[src/rtl/gmmf_pkg.sv]
`timescale 1ns / 1ps
// ----------------------------------------------------------------------------
// gmmf_pkg
// shared types, register indexes and widths of the ground mask block
// ----------------------------------------------------------------------------
package gmmf_pkg;

  localparam int IN_W    = 32;
  localparam int OUT_W   = 24;
  localparam int CFG_W   = 17;
  localparam int COUNT_W = 19;
  localparam int THR_W   = 17;
  localparam int DIM_W   = 10;

  localparam logic [COUNT_W-1:0] COUNT_MAX = {COUNT_W{1'b1}};

  localparam int QUEUE_DEPTH = 4;
  localparam int QUEUE_AW    = 2;

  typedef logic [1:0] cfg_index_t;

  localparam cfg_index_t REG_FRAME_WIDTH   = 2'd0;
  localparam cfg_index_t REG_FRAME_HEIGHT  = 2'd1;
  localparam cfg_index_t REG_MEDIAN_ENABLE = 2'd2;
  localparam cfg_index_t REG_THRESHOLD_Q16 = 2'd3;

  localparam logic [DIM_W-1:0] FRAME_WIDTH_RST  = 10'd512;
  localparam logic [DIM_W-1:0] FRAME_HEIGHT_RST = 10'd512;
  localparam logic             MEDIAN_EN_RST    = 1'b1;
  localparam logic [THR_W-1:0] THRESHOLD_RST    = 17'd3277;

  // class bits of one macro-pixel, left pixel in raw0
  typedef struct packed {
    logic raw1;
    logic raw0;
  } cls_pair_t;

  // frame total handed to the threshold pipe
  typedef struct packed {
    logic               valid;
    logic [COUNT_W-1:0] count;
  } frame_res_t;

  // bits to hold 0..n, at least two
  function automatic int cnt_bits(input int n);
    int b;
    b = $clog2(n + 1);
    return (b < 2) ? 2 : b;
  endfunction

endpackage

[src/rtl/ground_mask_median_fraction.sv]
`timescale 1ns / 1ps
// ----------------------------------------------------------------------------
// ground_mask_median_fraction
// counts ground pixels of a UYVY frame and flags the ground fraction
// ----------------------------------------------------------------------------
// in_*  : one macro-pixel per transfer in raster order, tdata = u, y0, v, y1
//         from the low byte up; the frame shape comes from the registers.
// out_* : one transfer per frame after its last macro-pixel, tdata bit 0 is
//         ground_found, bits 19:1 ground_count.
// cfg_* : frame_width, frame_height, median_enable, threshold_q16 at indexes
//         0 to 3; the user must write them only between frames, not enforced.
// Throughput is one macro-pixel per clock while the output is not stalled:
// each item does one read and one write of the two-bit line store entry
// pair and one window update. A frame's last item passes through the queue,
// the window stage and two multiply stages into the output register.
// A stalled output register holds the result and freezes the back end; the
// four entry queue keeps taking input until it fills, then in_tready drops.
// Reset clears counters, the total, the queue and the output and restores
// the register defaults; the line store is not cleared.
// ----------------------------------------------------------------------------
module ground_mask_median_fraction #(
  parameter int MAX_WIDTH  = 512,
  parameter int MAX_HEIGHT = 512
) (
  input  logic                   clk,
  input  logic                   rst_n,
  input  logic                   in_tvalid,
  output logic                   in_tready,
  input  logic [31:0]            in_tdata,    // u, y0, v, y1
  output logic                   out_tvalid,
  input  logic                   out_tready,
  output logic [23:0]            out_tdata,   // ground_found, ground_count
  input  logic                   cfg_we,
  input  gmmf_pkg::cfg_index_t   cfg_index,
  input  logic [16:0]            cfg_wdata
);

  localparam int WB        = gmmf_pkg::cnt_bits(MAX_WIDTH);
  localparam int HB        = gmmf_pkg::cnt_bits(MAX_HEIGHT);
  localparam int MAXW_EVEN = (MAX_WIDTH / 2) * 2;

  logic [gmmf_pkg::DIM_W-1:0] frame_width_r, frame_height_r;
  logic                       median_en_r;
  logic [gmmf_pkg::THR_W-1:0] threshold_r;
  logic [gmmf_pkg::DIM_W-1:0] w_even;
  logic [WB-1:0]              frame_w;
  logic [HB-1:0]              frame_h;

  logic                       q_pop, q_valid, adv;
  gmmf_pkg::cls_pair_t        q_item;
  gmmf_pkg::frame_res_t       res;

  always_ff @(posedge clk) begin
    if (!rst_n) begin
      frame_width_r  <= gmmf_pkg::FRAME_WIDTH_RST;
      frame_height_r <= gmmf_pkg::FRAME_HEIGHT_RST;
      median_en_r    <= gmmf_pkg::MEDIAN_EN_RST;
      threshold_r    <= gmmf_pkg::THRESHOLD_RST;
    end else if (cfg_we) begin
      unique case (cfg_index)
        gmmf_pkg::REG_FRAME_WIDTH:   frame_width_r  <= cfg_wdata[gmmf_pkg::DIM_W-1:0];
        gmmf_pkg::REG_FRAME_HEIGHT:  frame_height_r <= cfg_wdata[gmmf_pkg::DIM_W-1:0];
        gmmf_pkg::REG_MEDIAN_ENABLE: median_en_r    <= cfg_wdata[0];
        gmmf_pkg::REG_THRESHOLD_Q16: threshold_r    <= cfg_wdata[gmmf_pkg::THR_W-1:0];
        default: ;
      endcase
    end
  end

  // effective frame shape: even width, both clamped to the store limits
  assign w_even = {frame_width_r[gmmf_pkg::DIM_W-1:1], 1'b0};

  always_comb begin
    if ({22'd0, w_even} > 32'(MAXW_EVEN)) begin
      frame_w = WB'(MAXW_EVEN);
    end else if (w_even < 10'd2) begin
      frame_w = WB'(2);
    end else begin
      frame_w = WB'(w_even);
    end
    if ({22'd0, frame_height_r} > 32'(MAX_HEIGHT)) begin
      frame_h = HB'(MAX_HEIGHT);
    end else if (frame_height_r == '0) begin
      frame_h = HB'(1);
    end else begin
      frame_h = HB'(frame_height_r);
    end
  end

  gmmf_front u_front (
    .clk       (clk),
    .rst_n     (rst_n),
    .in_tvalid (in_tvalid),
    .in_tready (in_tready),
    .in_tdata  (in_tdata),
    .q_pop     (q_pop),
    .q_valid   (q_valid),
    .q_item    (q_item)
  );

  gmmf_back #(
    .MAX_WIDTH  (MAX_WIDTH),
    .MAX_HEIGHT (MAX_HEIGHT)
  ) u_back (
    .clk       (clk),
    .rst_n     (rst_n),
    .q_valid   (q_valid),
    .q_item    (q_item),
    .q_pop     (q_pop),
    .adv       (adv),
    .frame_w   (frame_w),
    .frame_h   (frame_h),
    .median_en (median_en_r),
    .res       (res)
  );

  gmmf_result #(
    .MAX_WIDTH  (MAX_WIDTH),
    .MAX_HEIGHT (MAX_HEIGHT)
  ) u_result (
    .clk        (clk),
    .rst_n      (rst_n),
    .res        (res),
    .frame_w    (frame_w),
    .frame_h    (frame_h),
    .thr        (threshold_r),
    .adv        (adv),
    .out_tvalid (out_tvalid),
    .out_tready (out_tready),
    .out_tdata  (out_tdata)
  );

endmodule

[src/rtl/gmmf_ram.sv]
`timescale 1ns / 1ps
// ----------------------------------------------------------------------------
// gmmf_ram
// generic single write, single read ram with registered read data
// ----------------------------------------------------------------------------
module gmmf_ram #(
  parameter int WIDTH = 4,
  parameter int DEPTH = 256
) (
  input  logic                     clk,
  input  logic                     we,
  input  logic [$clog2(DEPTH)-1:0] waddr,
  input  logic [WIDTH-1:0]         wdata,
  input  logic                     re,
  input  logic [$clog2(DEPTH)-1:0] raddr,
  output logic [WIDTH-1:0]         rdata
);

  logic [WIDTH-1:0] mem_r [DEPTH];
  logic [WIDTH-1:0] rdata_r;

  always_ff @(posedge clk) begin
    if (we) begin
      mem_r[waddr] <= wdata;
    end
    if (re) begin
      rdata_r <= mem_r[raddr];
    end
  end

  assign rdata = rdata_r;

endmodule

[src/rtl/gmmf_front.sv]
`timescale 1ns / 1ps
// ----------------------------------------------------------------------------
// gmmf_front
// input side: classifies both pixels of a macro-pixel and queues the bits
// ----------------------------------------------------------------------------
module gmmf_front (
  input  logic                   clk,
  input  logic                   rst_n,
  input  logic                   in_tvalid,
  output logic                   in_tready,
  input  logic [31:0]            in_tdata,   // u, y0, v, y1
  input  logic                   q_pop,
  output logic                   q_valid,
  output gmmf_pkg::cls_pair_t    q_item
);

  localparam int CW = gmmf_pkg::QUEUE_AW + 1;

  localparam logic [7:0] U_SPLIT   = 8'd115;
  localparam logic [7:0] V_LOW     = 8'd145;
  localparam logic [7:0] Y_LOW     = 8'd85;
  localparam logic [7:0] U_FLOOR   = 8'd92;
  localparam logic [7:0] V_MID     = 8'd152;
  localparam logic [7:0] Y_CEIL    = 8'd177;
  localparam logic [7:0] U_HIGH    = 8'd121;
  localparam logic [7:0] V_HIGH    = 8'd137;
  localparam logic [7:0] Y_HIGH    = 8'd87;

  function automatic logic classify(input logic [7:0] y, input logic [7:0] u,
                                    input logic [7:0] v);
    logic g;
    g = 1'b0;
    if (u <= U_SPLIT) begin
      if (v <= V_LOW) begin
        g = (y > Y_LOW) && (u > U_FLOOR);
      end else if (v <= V_MID) begin
        g = (y <= Y_CEIL);
      end
    end else if ((u <= U_HIGH) && (v <= V_HIGH)) begin
      g = (y > Y_HIGH);
    end
    return g;
  endfunction

  logic [7:0]                  u_in, y0_in, v_in, y1_in;
  gmmf_pkg::cls_pair_t         push_item;
  logic                        push;
  gmmf_pkg::cls_pair_t         mem_r [gmmf_pkg::QUEUE_DEPTH];
  logic [gmmf_pkg::QUEUE_AW-1:0] wr_ptr_r, rd_ptr_r;
  logic [CW-1:0]               cnt_r;

  assign u_in  = in_tdata[7:0];
  assign y0_in = in_tdata[15:8];
  assign v_in  = in_tdata[23:16];
  assign y1_in = in_tdata[31:24];

  assign push_item.raw0 = classify(y0_in, u_in, v_in);
  assign push_item.raw1 = classify(y1_in, u_in, v_in);

  assign in_tready = (cnt_r != CW'(gmmf_pkg::QUEUE_DEPTH));
  assign push      = in_tvalid && in_tready;
  assign q_valid   = (cnt_r != '0);
  assign q_item    = mem_r[rd_ptr_r];

  always_ff @(posedge clk) begin
    if (!rst_n) begin
      wr_ptr_r <= '0;
      rd_ptr_r <= '0;
      cnt_r    <= '0;
    end else begin
      if (push) begin
        wr_ptr_r <= wr_ptr_r + 1'b1;
      end
      if (q_pop) begin
        rd_ptr_r <= rd_ptr_r + 1'b1;
      end
      if (push && !q_pop) begin
        cnt_r <= cnt_r + 1'b1;
      end else if (!push && q_pop) begin
        cnt_r <= cnt_r - 1'b1;
      end
    end
  end

  always_ff @(posedge clk) begin
    if (push) begin
      mem_r[wr_ptr_r] <= push_item;
    end
  end

endmodule

[src/rtl/gmmf_back.sv]
`timescale 1ns / 1ps
// ----------------------------------------------------------------------------
// gmmf_back
// raster counters, line store, 3x3 window majority and ground total
// ----------------------------------------------------------------------------
module gmmf_back #(
  parameter int MAX_WIDTH  = 512,
  parameter int MAX_HEIGHT = 512
) (
  input  logic                                     clk,
  input  logic                                     rst_n,
  input  logic                                     q_valid,
  input  gmmf_pkg::cls_pair_t                      q_item,
  output logic                                     q_pop,
  input  logic                                     adv,
  input  logic [gmmf_pkg::cnt_bits(MAX_WIDTH)-1:0]  frame_w,
  input  logic [gmmf_pkg::cnt_bits(MAX_HEIGHT)-1:0] frame_h,
  input  logic                                     median_en,
  output gmmf_pkg::frame_res_t                     res
);

  localparam int WB    = gmmf_pkg::cnt_bits(MAX_WIDTH);
  localparam int HB    = gmmf_pkg::cnt_bits(MAX_HEIGHT);
  localparam int PAIRS = MAX_WIDTH / 2;
  localparam int PB    = $clog2(PAIRS);
  localparam int CW    = gmmf_pkg::COUNT_W;

  function automatic logic [3:0] count_ones(input logic [8:0] b);
    logic [3:0] n;
    n = '0;
    for (int i = 0; i < 9; i++) begin
      n = n + 4'(b[i]);
    end
    return n;
  endfunction

  logic [PB-1:0]        pc_r;
  logic [HB-1:0]        row_r;
  logic [WB-1:0]        xw;
  logic                 col_last, row_last;

  logic                 a_valid_r;
  gmmf_pkg::cls_pair_t  a_cls_r;
  logic [PB-1:0]        a_pc_r;
  logic [HB-1:0]        a_row_r;
  logic                 a_last_r;
  logic                 a_ret;

  logic                 fwd_r;
  logic [3:0]           fwd_data_r;
  logic [3:0]           ram_q;
  logic [3:0]           old;
  logic [3:0]           wdata;

  logic [8:0]           win_r;
  logic [8:0]           wbase, w1, w2;
  logic [2:0]           c0, c1;
  logic [CW-1:0]        total_r;
  logic [CW-1:0]        tot_sat;
  logic [CW:0]          sum;
  logic [2:0]           inc;

  logic [WB-1:0]        ax, ax1, wm1;
  logic [HB-1:0]        hm1;
  logic                 row_edge, row_ok;
  logic                 border0, border1, col_ok0, col_ok1;
  logic                 add_raw0, add_raw1, add_med0, add_med1;

  // queue head: raster position of the next macro-pixel
  assign xw       = WB'({pc_r, 1'b0});
  assign col_last = (xw >= frame_w - WB'(2));
  assign row_last = (row_r >= frame_h - HB'(1));
  assign q_pop    = adv && q_valid;
  assign a_ret    = a_valid_r && adv;

  gmmf_ram #(
    .WIDTH (4),
    .DEPTH (PAIRS)
  ) u_line (
    .clk   (clk),
    .we    (a_ret),
    .waddr (a_pc_r),
    .wdata (wdata),
    .re    (q_pop),
    .raddr (pc_r),
    .rdata (ram_q)
  );

  always_comb begin
    old   = fwd_r ? fwd_data_r : ram_q;
    c0    = {old[1], old[0], a_cls_r.raw0};
    c1    = {old[3], old[2], a_cls_r.raw1};
    wdata = {old[2], a_cls_r.raw1, old[0], a_cls_r.raw0};

    ax    = WB'({a_pc_r, 1'b0});
    wbase = (ax == '0) ? 9'd0 : win_r;
    w1    = {wbase[5:0], c0};
    w2    = {wbase[2:0], c0, c1};

    ax1      = ax + WB'(1);
    wm1      = frame_w - WB'(1);
    hm1      = frame_h - HB'(1);
    row_edge = (a_row_r == '0) || (a_row_r >= hm1);
    border0  = row_edge || (ax == '0) || (ax >= wm1);
    border1  = row_edge || (ax1 == '0) || (ax1 >= wm1);
    row_ok   = (a_row_r >= HB'(2)) && (a_row_r <= hm1);
    col_ok0  = (ax >= WB'(2)) && (ax <= wm1);
    col_ok1  = (ax1 >= WB'(2)) && (ax1 <= wm1);

    add_raw0 = (!median_en || border0) && a_cls_r.raw0;
    add_raw1 = (!median_en || border1) && a_cls_r.raw1;
    add_med0 = median_en && row_ok && col_ok0 && (count_ones(w1) >= 4'd5);
    add_med1 = median_en && row_ok && col_ok1 && (count_ones(w2) >= 4'd5);

    inc     = 3'(add_raw0) + 3'(add_med0) + 3'(add_raw1) + 3'(add_med1);
    sum     = {1'b0, total_r} + (CW + 1)'(inc);
    tot_sat = (sum > {1'b0, gmmf_pkg::COUNT_MAX}) ? gmmf_pkg::COUNT_MAX : sum[CW-1:0];
  end

  assign res.valid = a_ret && a_last_r;
  assign res.count = tot_sat;

  always_ff @(posedge clk) begin
    if (!rst_n) begin
      a_valid_r <= 1'b0;
      pc_r      <= '0;
      row_r     <= '0;
      win_r     <= '0;
      total_r   <= '0;
    end else begin
      if (adv) begin
        a_valid_r <= q_valid;
      end
      if (q_pop) begin
        if (!col_last) begin
          pc_r <= pc_r + 1'b1;
        end else begin
          pc_r <= '0;
          if (!row_last) begin
            row_r <= row_r + 1'b1;
          end else begin
            row_r <= '0;
          end
        end
      end
      if (a_ret) begin
        if (a_last_r) begin
          total_r <= '0;
          win_r   <= '0;
        end else begin
          total_r <= tot_sat;
          win_r   <= w2;
        end
      end
    end
  end

  // stage payload, with bypass of the entry written in the same cycle
  always_ff @(posedge clk) begin
    if (q_pop) begin
      a_cls_r    <= q_item;
      a_pc_r     <= pc_r;
      a_row_r    <= row_r;
      a_last_r   <= col_last && row_last;
      fwd_r      <= a_ret && (a_pc_r == pc_r);
      fwd_data_r <= wdata;
    end
  end

endmodule

[src/rtl/gmmf_result.sv]
`timescale 1ns / 1ps
// ----------------------------------------------------------------------------
// gmmf_result
// threshold product pipe, fraction compare and output register
// ----------------------------------------------------------------------------
module gmmf_result #(
  parameter int MAX_WIDTH  = 512,
  parameter int MAX_HEIGHT = 512
) (
  input  logic                                     clk,
  input  logic                                     rst_n,
  input  gmmf_pkg::frame_res_t                     res,
  input  logic [gmmf_pkg::cnt_bits(MAX_WIDTH)-1:0]  frame_w,
  input  logic [gmmf_pkg::cnt_bits(MAX_HEIGHT)-1:0] frame_h,
  input  logic [gmmf_pkg::THR_W-1:0]               thr,
  output logic                                     adv,
  output logic                                     out_tvalid,
  input  logic                                     out_tready,
  output logic [23:0]                              out_tdata   // ground_found, ground_count
);

  localparam int WB  = gmmf_pkg::cnt_bits(MAX_WIDTH);
  localparam int HB  = gmmf_pkg::cnt_bits(MAX_HEIGHT);
  localparam int CNW = gmmf_pkg::COUNT_W;
  localparam int P1W = gmmf_pkg::THR_W + WB;
  localparam int P2W = P1W + HB;
  localparam int LW  = CNW + 16;
  localparam int CPW = (P2W > LW) ? P2W : LW;

  logic             m1_valid_r, m2_valid_r, out_valid_r;
  logic [CNW-1:0]   m1_cnt_r, m2_cnt_r, out_cnt_r;
  logic [P1W-1:0]   m1_p_r, p1_nxt;
  logic [P2W-1:0]   m2_p_r, p2_nxt;
  logic [CPW-1:0]   lhs, rhs;
  logic             out_found_r;

  assign adv    = !out_valid_r || out_tready;
  assign p1_nxt = P1W'(thr) * P1W'(frame_w);
  assign p2_nxt = P2W'(m1_p_r) * P2W'(frame_h);
  assign lhs    = CPW'({m2_cnt_r, 16'd0});
  assign rhs    = CPW'(m2_p_r);

  always_ff @(posedge clk) begin
    if (!rst_n) begin
      m1_valid_r  <= 1'b0;
      m2_valid_r  <= 1'b0;
      out_valid_r <= 1'b0;
    end else if (adv) begin
      m1_valid_r  <= res.valid;
      m2_valid_r  <= m1_valid_r;
      out_valid_r <= m2_valid_r;
    end
  end

  always_ff @(posedge clk) begin
    if (adv) begin
      m1_cnt_r    <= res.count;
      m1_p_r      <= p1_nxt;
      m2_cnt_r    <= m1_cnt_r;
      m2_p_r      <= p2_nxt;
      out_cnt_r   <= m2_cnt_r;
      out_found_r <= (lhs > rhs);
    end
  end

  assign out_tvalid = out_valid_r;
  assign out_tdata  = {4'd0, out_cnt_r, out_found_r};

endmodule

[config.mk]
export PLATFORM = sky130hd
export DESIGN_NAME = ground_mask_median_fraction
export DESIGN_NICKNAME = d
export VERILOG_FILES = /design/src/rtl/gmmf_pkg.sv /design/src/rtl/ground_mask_median_fraction.sv /design/src/rtl/gmmf_ram.sv /design/src/rtl/gmmf_front.sv /design/src/rtl/gmmf_back.sv /design/src/rtl/gmmf_result.sv
export SDC_FILE = /design/constraint.sdc
export NUM_CORES = 2
export LEC_CHECK = 0
export ABC_AREA = 1
export BUFFER_PORTS_ARGS = -buffer_cell sky130_fd_sc_hd__buf_2
export CAP_MARGIN = 5
export CORE_MARGIN = 2
export CORE_UTILIZATION = 50
export DETAILED_ROUTE_END_ITERATION = 6
export PLACE_DENSITY = 0.66
export SETUP_SLACK_MARGIN = 0.2
export SLEW_MARGIN = 20
export SYNTH_ARGS = -nofsm -noshare
export SYNTH_HDL_FRONTEND = slang
export SYNTH_SLANG_ARGS = --single-unit
[constraint.sdc]
create_clock -name clk -period 29.6 [get_ports clk]
set_input_delay 5.92 -clock clk [delete_from_list [all_inputs] [get_ports clk]]
set_output_delay 5.92 -clock clk [all_outputs]
set_load 0.05 [all_outputs]
[After elaboration in Yosys (flattened, before gate mapping)]
Memory sizes are Yosys's and may differ from the RTL's. A register that Yosys moved wholly into a read port is not among the register bits.
Index checks and enable logic that the tools add are counted.
Storage, ports and cells
  input bits: 56
  output and inout bits: 26
  logic and storage cells: 165
  memories kept: 2
  RAM bits: 1032
  bits in registers: 238
Memory list
  u_back.u_line.mem_r: depth 256, width 4, read ports 1, clocked after Yosys merged registers in 1, wr ports 1, RTL line gmmf_ram.sv:19  | logic [WIDTH-1:0] mem_r [DEPTH];
  u_front.mem_r: depth 4, width 2, read ports 1, clocked after Yosys merged registers in 1, wr ports 1, RTL line gmmf_front.sv:48  | gmmf_pkg::cls_pair_t mem_r [gmmf_pkg::QUEUE_DEPTH];
Operators by class
  eq/ne operators: 5
  mux-type cells: 25
  $mul: 2
  $lt $le $gt $ge: 30
  reduce and logical (&&, ||, !) cells: 45
  add/sub/neg operators: 30
Operators with widths (number)
  $add A4 B1 Y4: 14
  $mux W10: 5
  $gt A8 B7 Y1 const B: 5
  $le A8 B8 Y1 const B: 5
  $mux W19: 2
  $gt A35 B37 Y1: 1
  $mul A27 B10 Y37: 1
  $ge A10 B10 Y1: 3
  $logic_not A10 Y1: 3
  $mul A17 B10 Y27: 1
  $logic_and A1 B1 Y1: 21
  $add A19 B3 Y20: 1
  $ge A10 B2 Y1 const B: 2
  $ge A9 B10 Y1: 2
  $gt A10 B10 Y1 const B: 2
  $gt A20 B19 Y1 const B: 1
  $le A10 B10 Y1: 2
  $sub A10 B1 Y10 const B: 2
  $le A8 B7 Y1 const B: 2
  $mux W1: 12
  $mux W6: 2
  $add A10 B1 Y10 const B: 1
  $add A9 B1 Y10 const B: 1
  $le A9 B10 Y1: 1
  other kinds (24): 45

[Longest topological paths before layout]
  word-level depth: 18
  mapped depth: 43

[Hierarchy]
Synthesis repeated with hierarchy kept, for this count alone.
Unflattened totals
  cell total of the unflattened synthesis: 7269
  area, all modules: 70675.3 sq um
By module, submodules not included
  gmmf_ram: instances 1, sequential area each 30869.6 sq um, cells each 3720, area each 42864.9 sq um
  gmmf_result: instances 1, sequential area each 3723.6 sq um, cells each 2457, area each 19596.3 sq um
  gmmf_back: instances 1, sequential area each 1661.6 sq um, cells each 708, area each 5500.3 sq um
  ground_mask_median_fraction: instances 1, sequential area each 740.7 sq um, cells each 206, area each 1517.7 sq um
  gmmf_front: instances 1, sequential area each 420.4 sq um, cells each 178, area each 1196.1 sq um

[Worst setup path before layout]
OpenSTA, ideal clock, no wires.
  path kind: in2reg
  start: input out_tready
  end: memory u_back.u_line.mem_r[102][0] (enable)
  data arrival time: 9776 ps
  data required time: 29271 ps
  setup time: 329 ps
  slack: 19494 ps
  stages: 8
  path buffers: 2
  path through: nor2_1 > inv_1 > nand2_2 > clkinv_1 > buf_2 > nand2_1 > buf_2 > nor2_1
On the way
  word-level cells in the longest chain between the ends: 4
RTL lines
  from (decl): RTL line ground_mask_median_fraction.sv:31  | input logic out_tready,
  $logic_or A1 B1 Y1: RTL line gmmf_result.sv:37  | assign adv = !out_valid_r || out_tready;
  named net adv: RTL line ground_mask_median_fraction.sv:49  | logic q_pop, q_valid, adv;
  $logic_and A1 B1 Y1: RTL line gmmf_back.sv:74  | assign a_ret = a_valid_r && adv;
  $mux W1: RTL line gmmf_ram.sv:23  | if (we) begin
  $mux W1 (not written as such): RTL line gmmf_ram.sv:24  | mem_r[waddr] <= wdata;
  to (decl): RTL line gmmf_ram.sv:19
The timed path passes the listed nets, and every way through them passes these cells.

[Final worst setup path]
  start: input out_tready
  end: memory u_back.u_line.mem_r[35][1] (enable)
The elaborated chain is that of the path after synthesis.

==> results.md <==
* Gr busiest metal: met2
* Critical Path Most Common Cell: nor2_1
* Full die area at 135000 µm²
* Hold Crit Start: u_result.m1_cnt_r[12]
* Crit path time final at 9.41 ns
* Initial Util at 50.3%
* Initial antenna violation count at 3
* Top cell family by delay on the critical path: simple AND/OR/NAND/NOR gates
* Die height at 367 µm
* Clock sink count at 1273
* DP HPWL at 108 mm
* Status: finished, final reports clean
* First-pass GRT wire length at 259 mm
* Startpoint Class: primary input
* Vias/cell at 5.79
* Synth Flop Type: edfxtp_1
* Fmax at 106 MHz
* Input/output buffers at 77
* Worst vdd ir at 0.104 mV
* Endpoint, Worst Hold: u_result.m2_cnt_r[12]
* CP max-delay cell: nand4_1
* Top-count cell post-synth: edfxtp_1
* Layout Nets at 6601
* Tcrit/Tclk final at 31.8%
* Multi-input logic area at 25000 µm²
* Vias in the first global route at 44700
* Largest cells by area after synthesis: edfxtp_1 (54%), fa_1 (9.4%), nor2_1 (6.0%), o21ai_0 (4.6%), ha_1 (4.1%)
* # DRC at 0
* M1 GR Usage at 34.9%
* RSZ-0062 raised after global routing: false
* EDFF count, synth at 1182
* Synth Register Bits at 1273
* CTS tree: yes
* Grt met2 use at 39.1%
* Register area share after synthesis at 56.6%
* Drt pass-1 iters at 6
* Warnings, synthesis at 0
* CP max FO at 42
* CP arrival at 9.89 ns
* Pre-CTS setup slack at 19.45 ns
* Setup_tns at 0 ns
* Worst skew pair latency at 0.81 ns
* Reg2reg setup slack at 21.26 ns
* R2R depth at 33
* Clock Tree Buf Depth at 3
* Distinct cells, synth at 66
* Most frequent cells after synthesis: edfxtp_1 (1182), nor2_1 (1053), nand2_1 (718)
* RR Startpoint: u_back.a_pc_r[4]
* Horiz. Die Dim at 367 µm
* Finish-stage setup viols at 0
* Post-CTS Hold Buffers at 0
* Final worst slack at 20.19 ns
* Slew Viols, Final at 0
* Post CTS Setup Buffer Count at 0
* Top Ports at 82
* Maxcap violations at 0
* Hold Crit Class: reg -> reg
* Layout cells sized above 1 at 6.85%
* Worst Setup End Kind: register
* Reg clk slew, reported paths at 0.06 ns
* Worst EP required at 30.08 ns
* Synth-to-Final Area Change at 9.47%
* Crit-path cells: buf_2, nor2_1, inv_4, nand2_2, clkinv_1, nand4_1, buf_4, nor2_1
* Syn_area_per_cell at 10.8 µm²
* FILL cells at 11100
* CTS buffer count at 135
* Global routing usage on met3 at 4.91%
* Dominant cell type by area after synthesis: edfxtp_1
* Crit path buf inv count at 4
* Design Power at 6.12 mW
* Overall routed net length at 170 mm
* CTS resizes at 0
* Register area at 37300 µm²
* Via Count at 45600
* Pleak at 27.6 nW
* Skew final at 0.0405 ns
* Root Driver: clkbuf_16
* Critical path type: in -> reg
* Routed Antenna Nets at 0
* Worst Max-Slew Pin Slew at 1.14 ns
* Post-synth top area share at 53.9%
* Synthesized netlist cell count at 6075
* Gr ovfl total at 0
* Core ar. at 131000 µm²
* Reg2reg end: u_back.total_r[11]
* Largest net degree at the start of global routing at 229
* Max incr delay on CP at 0.95 ns
* GRT Util Overall at 25.0%
* Gpl congestion at 0.886
* CTS HTree Levels at 4
* FFs w/ async S/R, synth at 0%
* Slew HR at 23.4%
* Post-synthesis cell area at 65900 µm²
* Initial DRC count at 5182
* Power density cells at 84.9 nW/µm²
* Fin. Hold Viols at 0
* Row count at 133
* Hold depth at 0
* Drt wl/cell at 21.5 µm
-- power by group --
part           switching [mW]  internal (mW)
logic                    1.45          0.512
registers               0.108           2.36
clock network           0.724          0.969
-- state kept, by name (all words and copies together), names as in the netlist, 9 cells and up --
name and cells:
u_back.u_line.mem_r 1024, u_result.m2_p_r 36, u_result.m1_p_r 26, u_back.total_r 19, u_result.m1_cnt_r 19, u_result.m2_cnt_r 19, u_result.out_cnt_r 19, threshold_r 17
frame_height_r 10, u_back.a_row_r 10, u_back.row_r 10, frame_width_r 9
-- cells by family after synthesis --
family | after synthesis | share of synthesized area (%)
other | 2 | 0.0114
multiplexers | 3 | 0.0475
adder cells (fa/ha/maj) | 526 | 13.5
buffers and inverters | 934 | 5.55
AO/OA/AOI/OAI | 1169 | 10.2
XOR/XNOR | 91 | 1.22
flip-flops | 1273 | 56.6
AND/OR/NAND/NOR | 2077 | 12.8
-- placed cells by master (no fill, tap or decap), types with 45 or more instances in the layout --
cell type  netlist  layout
a21oi_1        181     181
buf_2           63      77
buf_4           12      49
clkbuf_16        0     136
dfxtp_1         91      88
edfxtp_1      1182    1182
fa_1           308     308
ha_1           218     218
inv_1          591     586
nand2_1        718     718
nand3_1        173     173
nand4_1         45      45
nor2_1        1053    1049
o211ai_1        45      45
o21ai_0        603     603
o221ai_1        98      98
o22ai_1        158     158
xor2_1          62      62
-- worst register-to-register path: cells and delay by family (launching register included) --
family,cells,cell delay (ns)
fa+ha+maj,9,3.37
buf+inv,4,0.43
simple gates,16,3.23
flops,1,0.48
compound gates,4,0.72
-- routing by layer --
| layer | routed length (µm) | vias to the layer above |
|---|---|---|
| met3 | 16000 | 326 |
| met4 | 5440 | 0 |
| met5 | 0 | - |
| met2 | 77600 | 2191 |
| met1 | 70700 | 22300 |
| li1 | - | 20800 |
-- cell type report --
class	instances	share of cell area, %
sequential	1273	51.7
multi-input combinational	3872	34.6
clock buffer	161	4.89
inverter	605	3.18
tap	1755	3.04
clock inverter	85	1.32
timing repair buffer	132	1.20
antenna	1	0.00347
-- how the worst max path moves through the flow --
stage                from                     endpoint  slack [ns]  cells after the start
2_1_floorplan  out_tready  u_back.u_line.mem_r[102][0]       19.49                      8
3_3_place_gp   out_tready  u_back.u_line.mem_r[131][0]       19.51                      8
3_5_place_dp   out_tready  u_back.u_line.mem_r[179][2]       19.45                      8
4_1_cts        out_tready  u_back.u_line.mem_r[195][3]       20.28                      8
5_1_grt        out_tready   u_back.u_line.mem_r[35][1]       20.05                      8
6_report       out_tready   u_back.u_line.mem_r[35][1]       20.19                      8
-- through the flow --
stage | hold slack (ns) | instance area [µm²] | util, % | instances
floorplan | 0.400 | 65900 | - | 6079
global route | 0.427 | 72100 | 55.0 | 7883
detailed placement | 0.406 | 67700 | 51.6 | 7637
finish | 0.417 | 72100 | 55.0 | 7884
global placement | 0.404 | 67700 | 51.6 | 7637
CTS | 0.420 | 72100 | 55.0 | 7883
Note: power is estimated with default switching activity, not from simulation.
